`config.mk`:
```
export PLATFORM = sky130hd
export DESIGN_NAME = debug_frame_to_gdb_reply_core
export DESIGN_NICKNAME = d
export VERILOG_FILES = /design/src/rtl/dfg_pkg.sv /design/src/rtl/dfg_front.sv /design/src/rtl/dfg_queue.sv /design/src/rtl/dfg_back.sv /design/src/rtl/debug_frame_to_gdb_reply_core.sv
export SDC_FILE = /design/constraint.sdc
export NUM_CORES = 1
export LEC_CHECK = 0
export BUFFER_PORTS_ARGS = -buffer_cell sky130_fd_sc_hd__buf_4
export CELL_PAD_IN_SITES_DETAIL_PLACEMENT = 1
export CELL_PAD_IN_SITES_GLOBAL_PLACEMENT = 1
export CORE_ASPECT_RATIO = 1.25
export CORE_MARGIN = 4
export CORE_UTILIZATION = 25
export DETAILED_ROUTE_END_ITERATION = 8
export PLACE_DENSITY_LB_ADDON = 0.1
export SLEW_MARGIN = 10
export SYNTH_ARGS = -nofsm -noshare
export SYNTH_HDL_FRONTEND = slang
export SYNTH_SLANG_ARGS = --single-unit
export TNS_END_PERCENT = 20
```
`constraint.sdc`:
```
create_clock -name clk -period 3.8 [get_ports clk]
set_input_delay 0.19 -clock clk [delete_from_list [all_inputs] [get_ports clk]]
set_output_delay 0.19 -clock clk [all_outputs]
set_load 0.05 [all_outputs]
```
`src/rtl/dfg_pkg.sv`:
```
package dfg_pkg;

	// default depth of the job queue between front and back
	localparam int QUEUE_DEPTH = 4;

	// configuration port
	localparam int CFG_IDX_W = 8;
	localparam logic [CFG_IDX_W-1:0] REG_HEADER    = CFG_IDX_W'(0);
	localparam logic [CFG_IDX_W-1:0] REG_READ_CODE = CFG_IDX_W'(1);

	// frame length limits (length counts header, length and command)
	localparam logic [7:0] MIN_LEN = 8'd3;

	// reply packet characters
	localparam logic [7:0] CH_ACK   = 8'h2b; // '+'
	localparam logic [7:0] CH_START = 8'h24; // '$'
	localparam logic [7:0] CH_HASH  = 8'h23; // '#'
	localparam logic [7:0] CH_ZERO  = 8'h30; // '0'
	localparam logic [7:0] CH_A     = 8'h61; // 'a'

	// character position inside one job
	localparam int IDX_W = 3;
	localparam logic [IDX_W-1:0] LEN_SHORT = IDX_W'(2);
	localparam logic [IDX_W-1:0] LEN_LONG  = IDX_W'(5);

	typedef enum logic [1:0] {
		JOB_START,       // '+', '$'
		JOB_START_EMPTY, // '+', '$', '#', sum hi, sum lo
		JOB_DATA,        // hex hi, hex lo
		JOB_DATA_LAST    // hex hi, hex lo, '#', sum hi, sum lo
	} job_kind_t;

	typedef struct packed {
		job_kind_t  kind;
		logic [7:0] data;
		logic [7:0] sum;
	} job_t;

	function automatic logic [7:0] hex_char(input logic [3:0] nib);
		logic [7:0] c;
		if (nib < 4'd10) begin
			c = CH_ZERO + {4'd0, nib};
		end else begin
			c = CH_A + {4'd0, nib - 4'd10};
		end
		return c;
	endfunction

	function automatic logic [IDX_W-1:0] job_len(input job_kind_t kind);
		logic [IDX_W-1:0] n;
		case (kind)
			JOB_START_EMPTY, JOB_DATA_LAST: n = LEN_LONG;
			default:                        n = LEN_SHORT;
		endcase
		return n;
	endfunction

	function automatic logic [7:0] job_char(input job_t job, input logic [IDX_W-1:0] idx);
		logic [7:0] c;
		logic       is_start;
		is_start = (job.kind == JOB_START) || (job.kind == JOB_START_EMPTY);
		case (idx)
			IDX_W'(0): c = is_start ? CH_ACK : hex_char(job.data[7:4]);
			IDX_W'(1): c = is_start ? CH_START : hex_char(job.data[3:0]);
			IDX_W'(2): c = CH_HASH;
			IDX_W'(3): c = hex_char(job.sum[7:4]);
			default:   c = hex_char(job.sum[3:0]);
		endcase
		return c;
	endfunction

endpackage

```
`src/rtl/dfg_front.sv`:
```
module dfg_front (
	input  logic                           clk,
	input  logic                           arst_n,
	input  logic                           rx_valid,
	output logic                           rx_ready,
	input  logic [7:0]                     rx_byte,
	input  logic                           cfg_valid,
	output logic                           cfg_ready,
	input  logic [dfg_pkg::CFG_IDX_W-1:0] cfg_index,
	input  logic [7:0]                     cfg_data,
	input  logic                           q_full,
	output logic                           push,
	output dfg_pkg::job_t                  push_job
);

	typedef enum logic [1:0] {
		PH_HUNT,
		PH_LEN,
		PH_CMD,
		PH_DATA
	} phase_t;

	phase_t     phase_q;
	logic [6:0] bytes_left_q;
	logic       is_read_q;
	logic [7:0] sum_q;
	logic [7:0] header_q;
	logic [7:0] read_code_q;

	logic       take;
	logic [6:0] left_next;
	logic [7:0] hex_hi;
	logic [7:0] hex_lo;
	logic [7:0] sum_next;
	logic       cmd_is_read;

	assign rx_ready  = !q_full;
	assign cfg_ready = 1'b1;
	assign take      = rx_valid && rx_ready;

	assign left_next   = bytes_left_q - 7'd1;
	assign hex_hi      = dfg_pkg::hex_char(rx_byte[7:4]);
	assign hex_lo      = dfg_pkg::hex_char(rx_byte[3:0]);
	assign sum_next    = sum_q + hex_hi + hex_lo;
	assign cmd_is_read = (rx_byte == read_code_q);

	// job generation for the current byte
	always_comb begin
		push          = 1'b0;
		push_job.kind = dfg_pkg::JOB_START;
		push_job.data = rx_byte;
		push_job.sum  = sum_next;
		case (phase_q)
			PH_CMD: begin
				push          = take && cmd_is_read;
				push_job.kind = (bytes_left_q == 7'd0) ? dfg_pkg::JOB_START_EMPTY
				                                       : dfg_pkg::JOB_START;
				push_job.sum  = 8'd0;
			end
			PH_DATA: begin
				push          = take && is_read_q;
				push_job.kind = (left_next == 7'd0) ? dfg_pkg::JOB_DATA_LAST
				                                    : dfg_pkg::JOB_DATA;
			end
			default: begin
				push = 1'b0;
			end
		endcase
	end

	always_ff @(posedge clk or negedge arst_n) begin
		if (!arst_n) begin
			phase_q      <= PH_HUNT;
			bytes_left_q <= 7'd0;
			is_read_q    <= 1'b0;
			sum_q        <= 8'd0;
			header_q     <= 8'd0;
			read_code_q  <= 8'd0;
		end else begin
			if (cfg_valid && cfg_ready) begin
				if (cfg_index == dfg_pkg::REG_HEADER) begin
					header_q <= cfg_data;
				end else if (cfg_index == dfg_pkg::REG_READ_CODE) begin
					read_code_q <= cfg_data;
				end
			end
			if (take) begin
				case (phase_q)
					PH_HUNT: begin
						if (rx_byte == header_q) begin
							phase_q <= PH_LEN;
						end
					end
					PH_LEN: begin
						// bad length drops the frame
						if (rx_byte < dfg_pkg::MIN_LEN || rx_byte[7]) begin
							phase_q <= PH_HUNT;
						end else begin
							bytes_left_q <= 7'(rx_byte - dfg_pkg::MIN_LEN);
							phase_q      <= PH_CMD;
						end
					end
					PH_CMD: begin
						is_read_q <= cmd_is_read;
						sum_q     <= 8'd0;
						phase_q   <= (bytes_left_q == 7'd0) ? PH_HUNT : PH_DATA;
					end
					default: begin
						if (is_read_q) begin
							sum_q <= sum_next;
						end
						bytes_left_q <= left_next;
						if (left_next == 7'd0) begin
							phase_q <= PH_HUNT;
						end
					end
				endcase
			end
		end
	end

endmodule

```
`src/rtl/dfg_queue.sv`:
```
module dfg_queue #(
	parameter int DEPTH = dfg_pkg::QUEUE_DEPTH
) (
	input  logic          clk,
	input  logic          arst_n,
	input  logic          push,
	input  dfg_pkg::job_t push_job,
	output logic          full,
	input  logic          pop,
	output logic          q_valid,
	output dfg_pkg::job_t q_job
);

	localparam int PTR_W = (DEPTH > 1) ? $clog2(DEPTH) : 1;
	localparam int CNT_W = $clog2(DEPTH + 1);

	dfg_pkg::job_t mem_q [DEPTH];
	logic [PTR_W-1:0] wr_ptr_q;
	logic [PTR_W-1:0] rd_ptr_q;
	logic [CNT_W-1:0] count_q;

	assign full    = (count_q == CNT_W'(DEPTH));
	assign q_valid = (count_q != CNT_W'(0));
	assign q_job   = mem_q[rd_ptr_q];

	always_ff @(posedge clk) begin
		if (push) begin
			mem_q[wr_ptr_q] <= push_job;
		end
	end

	always_ff @(posedge clk or negedge arst_n) begin
		if (!arst_n) begin
			wr_ptr_q <= '0;
			rd_ptr_q <= '0;
			count_q  <= '0;
		end else begin
			if (push) begin
				wr_ptr_q <= (wr_ptr_q == PTR_W'(DEPTH - 1)) ? '0 : wr_ptr_q + PTR_W'(1);
			end
			if (pop) begin
				rd_ptr_q <= (rd_ptr_q == PTR_W'(DEPTH - 1)) ? '0 : rd_ptr_q + PTR_W'(1);
			end
			if (push && !pop) begin
				count_q <= count_q + CNT_W'(1);
			end else if (pop && !push) begin
				count_q <= count_q - CNT_W'(1);
			end
		end
	end

`ifndef SYNTHESIS
	a_no_overflow: assert property (@(posedge clk) disable iff (!arst_n)
		push |-> (!full || pop))
		else $error("job pushed into full queue");
	a_no_underflow: assert property (@(posedge clk) disable iff (!arst_n)
		pop |-> q_valid)
		else $error("job popped from empty queue");
	a_count_step: assert property (@(posedge clk) disable iff (!arst_n)
		(push && !pop) |=> (count_q == $past(count_q) + CNT_W'(1)))
		else $error("queue count did not follow push");
`endif

endmodule

```
`src/rtl/dfg_back.sv`:
```
module dfg_back (
	input  logic          clk,
	input  logic          arst_n,
	input  logic          q_valid,
	input  dfg_pkg::job_t q_job,
	output logic          pop,
	output logic          out_valid,
	input  logic          out_ready,
	output logic [7:0]    out_char,
	output logic          last
);

	dfg_pkg::job_t              job_q;
	logic [dfg_pkg::IDX_W-1:0] idx_q;
	logic                       busy_q;
	logic                       out_valid_q;
	logic [7:0]                 out_char_q;
	logic                       out_last_q;

	logic load_en;
	logic emit;
	logic finishing;
	logic cur_last;

	assign load_en   = !out_valid_q || out_ready;
	assign emit      = busy_q && load_en;
	assign finishing = busy_q && (idx_q == dfg_pkg::job_len(job_q.kind) - dfg_pkg::IDX_W'(1));
	assign pop       = q_valid && (!busy_q || (finishing && load_en));
	// only the long jobs close a reply
	assign cur_last  = finishing && (job_q.kind == dfg_pkg::JOB_START_EMPTY ||
	                                 job_q.kind == dfg_pkg::JOB_DATA_LAST);

	always_ff @(posedge clk or negedge arst_n) begin
		if (!arst_n) begin
			busy_q      <= 1'b0;
			idx_q       <= '0;
			out_valid_q <= 1'b0;
		end else begin
			if (load_en) begin
				out_valid_q <= emit;
			end
			if (pop) begin
				idx_q  <= '0;
				busy_q <= 1'b1;
			end else if (emit) begin
				if (finishing) begin
					busy_q <= 1'b0;
				end else begin
					idx_q <= idx_q + dfg_pkg::IDX_W'(1);
				end
			end
		end
	end

	always_ff @(posedge clk) begin
		if (pop) begin
			job_q <= q_job;
		end
		if (emit) begin
			out_char_q <= dfg_pkg::job_char(job_q, idx_q);
			out_last_q <= cur_last;
		end
	end

	assign out_valid = out_valid_q;
	assign out_char  = out_char_q;
	assign last      = out_last_q;

`ifndef SYNTHESIS
	a_last_is_hex: assert property (@(posedge clk) disable iff (!arst_n)
		(out_valid_q && out_last_q) |->
			((out_char_q >= dfg_pkg::CH_ZERO && out_char_q <= 8'h39) ||
			 (out_char_q >= dfg_pkg::CH_A && out_char_q <= 8'h66)))
		else $error("flagged character is not a hex digit");
`endif

endmodule

```
`src/rtl/debug_frame_to_gdb_reply_core.sv`:
```
// path: a byte's job goes via the job queue and the back-end job register to the output register
// throughput: one reply character per cycle from the back end while out_ready is high;
// a read-reply payload byte gives two characters (five for the last, whose job adds the trailer)
// the front takes a byte every cycle while the job queue has room (QUEUE_DEPTH jobs)
// reset: arst_n low clears parser phase, counters, config registers and the queue at once
// no clearing pass after reset: the block is ready as soon as reset is released
module debug_frame_to_gdb_reply_core #(
	parameter int QUEUE_DEPTH = dfg_pkg::QUEUE_DEPTH
) (
	input  logic                           clk,
	input  logic                           arst_n,
	// byte stream from the serial link
	input  logic                           rx_valid,
	output logic                           rx_ready,
	input  logic [7:0]                     rx_byte,
	// register writes: index 0 header byte, index 1 read reply code
	input  logic                           cfg_valid,
	output logic                           cfg_ready,
	input  logic [dfg_pkg::CFG_IDX_W-1:0] cfg_index,
	input  logic [7:0]                     cfg_data,
	// reply characters toward the debugger
	output logic                           out_valid,
	input  logic                           out_ready,
	output logic [7:0]                     out_char,
	output logic                           last
);

	// jobs from the frame parser to the character generator
	logic          push;
	dfg_pkg::job_t push_job;
	logic          q_full;
	logic          pop;
	logic          q_valid;
	dfg_pkg::job_t q_job;

	// front end: frame parser, tracks header, length and command, keeps the
	// running checksum and turns each byte into at most one job
	dfg_front u_front (
		.clk       (clk),
		.arst_n    (arst_n),
		.rx_valid  (rx_valid),
		.rx_ready  (rx_ready),
		.rx_byte   (rx_byte),
		.cfg_valid (cfg_valid),
		.cfg_ready (cfg_ready),
		.cfg_index (cfg_index),
		.cfg_data  (cfg_data),
		.q_full    (q_full),
		.push      (push),
		.push_job  (push_job)
	);

	// short job queue so parser and generator stall on their own
	dfg_queue #(
		.DEPTH (QUEUE_DEPTH)
	) u_queue (
		.clk      (clk),
		.arst_n   (arst_n),
		.push     (push),
		.push_job (push_job),
		.full     (q_full),
		.pop      (pop),
		.q_valid  (q_valid),
		.q_job    (q_job)
	);

	// back end: walks each job one character per transfer into the output register
	dfg_back u_back (
		.clk       (clk),
		.arst_n    (arst_n),
		.q_valid   (q_valid),
		.q_job     (q_job),
		.pop       (pop),
		.out_valid (out_valid),
		.out_ready (out_ready),
		.out_char  (out_char),
		.last      (last)
	);

endmodule
```
==> metrics <==
status=completed; slowest stage cell, crit path=fa_1; DP HPWL=roughly 13 mm; Slew headroom=~34%; ant diodes=0; clock buffer count from CTS=17; Synth area leaders=edfxtp_1 39%, dfrtp_1 16%, ha_1 7.6%; Critical Path AT=3.54 ns; DRC Markers=0; crit share post-route=85.1%; post-cts hold buffer count=9; initial antenna violation count=0; GPL Wtd Cong=between 0.7 and 0.8; yosys warns=0; PwrDens=between 700 and 800 mW/mm^2; setup_tns=0 ns; R2R Setup Slk=0.95 ns; # resized after CTS=0; asr flop ratio synth=32.2%; placed insts=slightly below 1000; sequential fraction of the synthesis area=54.9%; FF-to-FF End=u_front.sum_q[6]; Worst Setup Start Kind=input port; Clk Latency, worst-skew pair=0.43 ns; nets=684; Buffers on Ports=37; Synth top area share=39.3%; WL/cell=roughly 17 um; Synth Register Bits=143; Synth Instances=about 550; CTS root buf=clkbuf_16; number of global-route vias before repair=about 5200; DP Worst Slack=around 0.11 ns; Post-Syn Area=roughly 0.0074 mm^2; core footprint=just under 0.03 mm^2; final hold violations=0; setup ws final=0.567 ns; initial core utilization=between 20% and 30%; Site Rows=70; gr ovfl total=0; Worst Hold Endpoint=u_queue.mem_q[2][12]; hold path depth=1; largest net degree at the start of global routing=between 40 and 50; first-pass GRT wire length=between 20 and 30 mm; worst hold start=rx_byte[4]; Die Area=0.0325 mm^2; CTS tree=done; top_reg_cell synth=edfxtp_1; GRT Overall Usage=11.5%; Mapped Avg Cell Area=13.4 um^2; static leakage=3.50 nW; Crit Path Max Fanout=5; RSZ-0062 raised after global routing=no; Post-synth EDFFs=between 90 and 100; IO Count=41; antenna-violating nets left=0; final cell count without fillers=between 1000 and 1500; class of the worst hold path=in2reg; H-tree levels=4; via count=around 4500; final setup fails=0; vias per cell=~4.4; crit path from=rx_byte[5]; Slew @ Worst Pin=between 0.9 and 1 ns; Clock Skews=around 0.011 ns; CP max stage delay=0.48 ns; worst r2r path cells=9; WL final=between 15 and 20 mm; Max Cap Viol=0; WHS=0.0570 ns; min cycle time layout=3.23 ns; peak supply drop=0.305 mV; First-pass DRT Iterations=4; Post-CTS Setup Inserts=0; Area growth, synth to finish=18.9%; CP endpoint kind=flip-flop; required time worst endpoint=between 4 and 5 ns; cell taking the most area after synthesis=edfxtp_1; Die Wd=162 um; fraction of layout cells with a size suffix above 1=~22%; Distinct cells, synth=64; Clock Sinks=143; Die Ht=approximately 200 um; CTS Buffer Depth=2; critical path class=in2reg; CP most frequent cell=ha_1; drt initial violations=188; r2r startpoint=u_front.sum_q[2]; FMAX=0.309 GHz; Critical Path, Cell by Cell=buf_4 > inv_1 > ha_1 > xor2_1 > mux2i_1 > fa_1 > ha_1 > ha_1 > fa_1 > a21o_1 > a21oi_1 > xor2_1 > nor2_1 > mux2_2; Slew Viols, Final=0; CTS clk-pin slew, worst paths=0.06 ns
## cells by family after synthesis
logic type	after synthesis	synth area share, %
flops	143	54.9
simple gates	109	7.94
compound gates	85	7.76
buf+inv	63	3.78
fa+ha+maj	52	9.50
xor+xnor	49	5.80
mux	49	10.2
other cells	2	0.101
## worst max-delay path, delay by kind of cell
kind,cells,cell delay [ns]
fa+ha+maj,5,1.71
xor+xnor,2,0.33
simple gates,1,0.10
mux,2,0.57
buf+inv,2,0.25
compound gates,2,0.38
## synthesized netlist by cell type (3+ instances only)
master    number
edfxtp_1      97
dfrtp_1       46
ha_1          45
inv_1         42
xor2_1        36
mux2_2        26
nor2_1        25
a21oi_1       24
nand2_1       21
mux4_2        18
o21ai_0       16
xnor2_1       13
nor3_1        10
clkbuf_1       9
nand3_1        9
fa_1           7
a31oi_1        6
nand2b_1       6
a21o_1         5
nor4_1         5
o22ai_1        5
a211oi_1       4
and2_1         4
and2_2         4
buf_2          4
buf_4          4
nor2b_1        4
buf_6          3
mux2i_1        3
nand4_1        3
o211ai_1       3
o22a_1         3
or3_1          3
## per-layer routing
| metal | wire [um] | up-vias | track usage (%) |
|---|---|---|---|
| li1 | - | 2107 | - |
| met1 | 7040 | 2300 | 12.5 |
| met2 | 9820 | 61 | 21.6 |
| met3 | 365 | 23 | 2.38 |
| met4 | 451 | 0 | 4.50 |
| met5 | 0 | - | 0 |
## where the power goes
part / switching [mW] / internal (mW)
logic: 1.24 / 0.896
clock network: 0.687 / 1.04
registers: 0.287 / 2.14
total: 2.21 / 4.08
## stage by stage
stage | power [mW] | instance area (um^2) | utilization [%]
after detailed placement | 4.66 | 8100 | 27.7
after global placement | 4.58 | 8100 | 27.7
after CTS | 6.43 | 8800 | 30.1
after floorplan | 4.00 | 7410 | -
after global routing | 6.77 | 8800 | 30.1
final | 6.29 | 8800 | 30.1
## layout by cell type, fill, tap and decap left out, drive strengths merged, types with 4 or more instances in the layout
| cell | count |
|---|---|
| a211oi | 4 |
| a21o | 5 |
| a21oi | 26 |
| a31oi | 6 |
| and2 | 9 |
| buf | 43 |
| clkbuf | 17 |
| clkinv | 4 |
| dfrtp | 46 |
| dlygate4sd3 | 9 |
| edfxtp | 97 |
| fa | 7 |
| ha | 45 |
| inv | 47 |
| mux2 | 28 |
| mux4 | 18 |
| nand2 | 21 |
| nand2b | 6 |
| nand3 | 10 |
| nor2 | 26 |
| nor2b | 4 |
| nor3 | 10 |
| nor4 | 5 |
| o211ai | 4 |
| o21ai | 18 |
| o22ai | 5 |
| xnor2 | 13 |
| xor2 | 36 |
## flip-flops by register name, indices dropped and copies added, names as in the netlist
signal	count
u_queue.wr_ptr_q	2
u_front.sum_q	8
u_queue.mem_q	72
u_back.busy_q	1
u_back.out_char	6
u_queue.count_q	3
u_front.is_read_q	1
u_front.header_q	8
u_back.out_valid	1
u_back.last	1
u_queue.rd_ptr_q	2
u_back.job_q	18
u_front.read_code_q	8
u_front.bytes_left_q	7
u_back.idx_q	3
u_front.phase_q	2
## how the worst max path moves through the flow
stage | endpoint | slack, ns | depth (start not counted)
floorplan | u_front.sum_q[6] | 0.28 | 14
global placement | u_queue.mem_q[0][7] | 0.18 | 12
detailed placement | u_front.sum_q[6] | 0.11 | 14
CTS | u_front.sum_q[6] | 0.56 | 14
global route | u_front.sum_q[6] | 0.37 | 14
finish | u_front.sum_q[6] | 0.57 | 14
## final cells by class
class	count	area (um^2)
Fill cell	3193	20500
Clock buffer	17	425
Inverter	42	158
Multi-Input combinational cell	347	3060
Clock inverter	15	183
Timing Repair Buffer	52	413
Tap cell	396	495
Sequential cell	143	4060
Power figures use the tool's default switching activity.
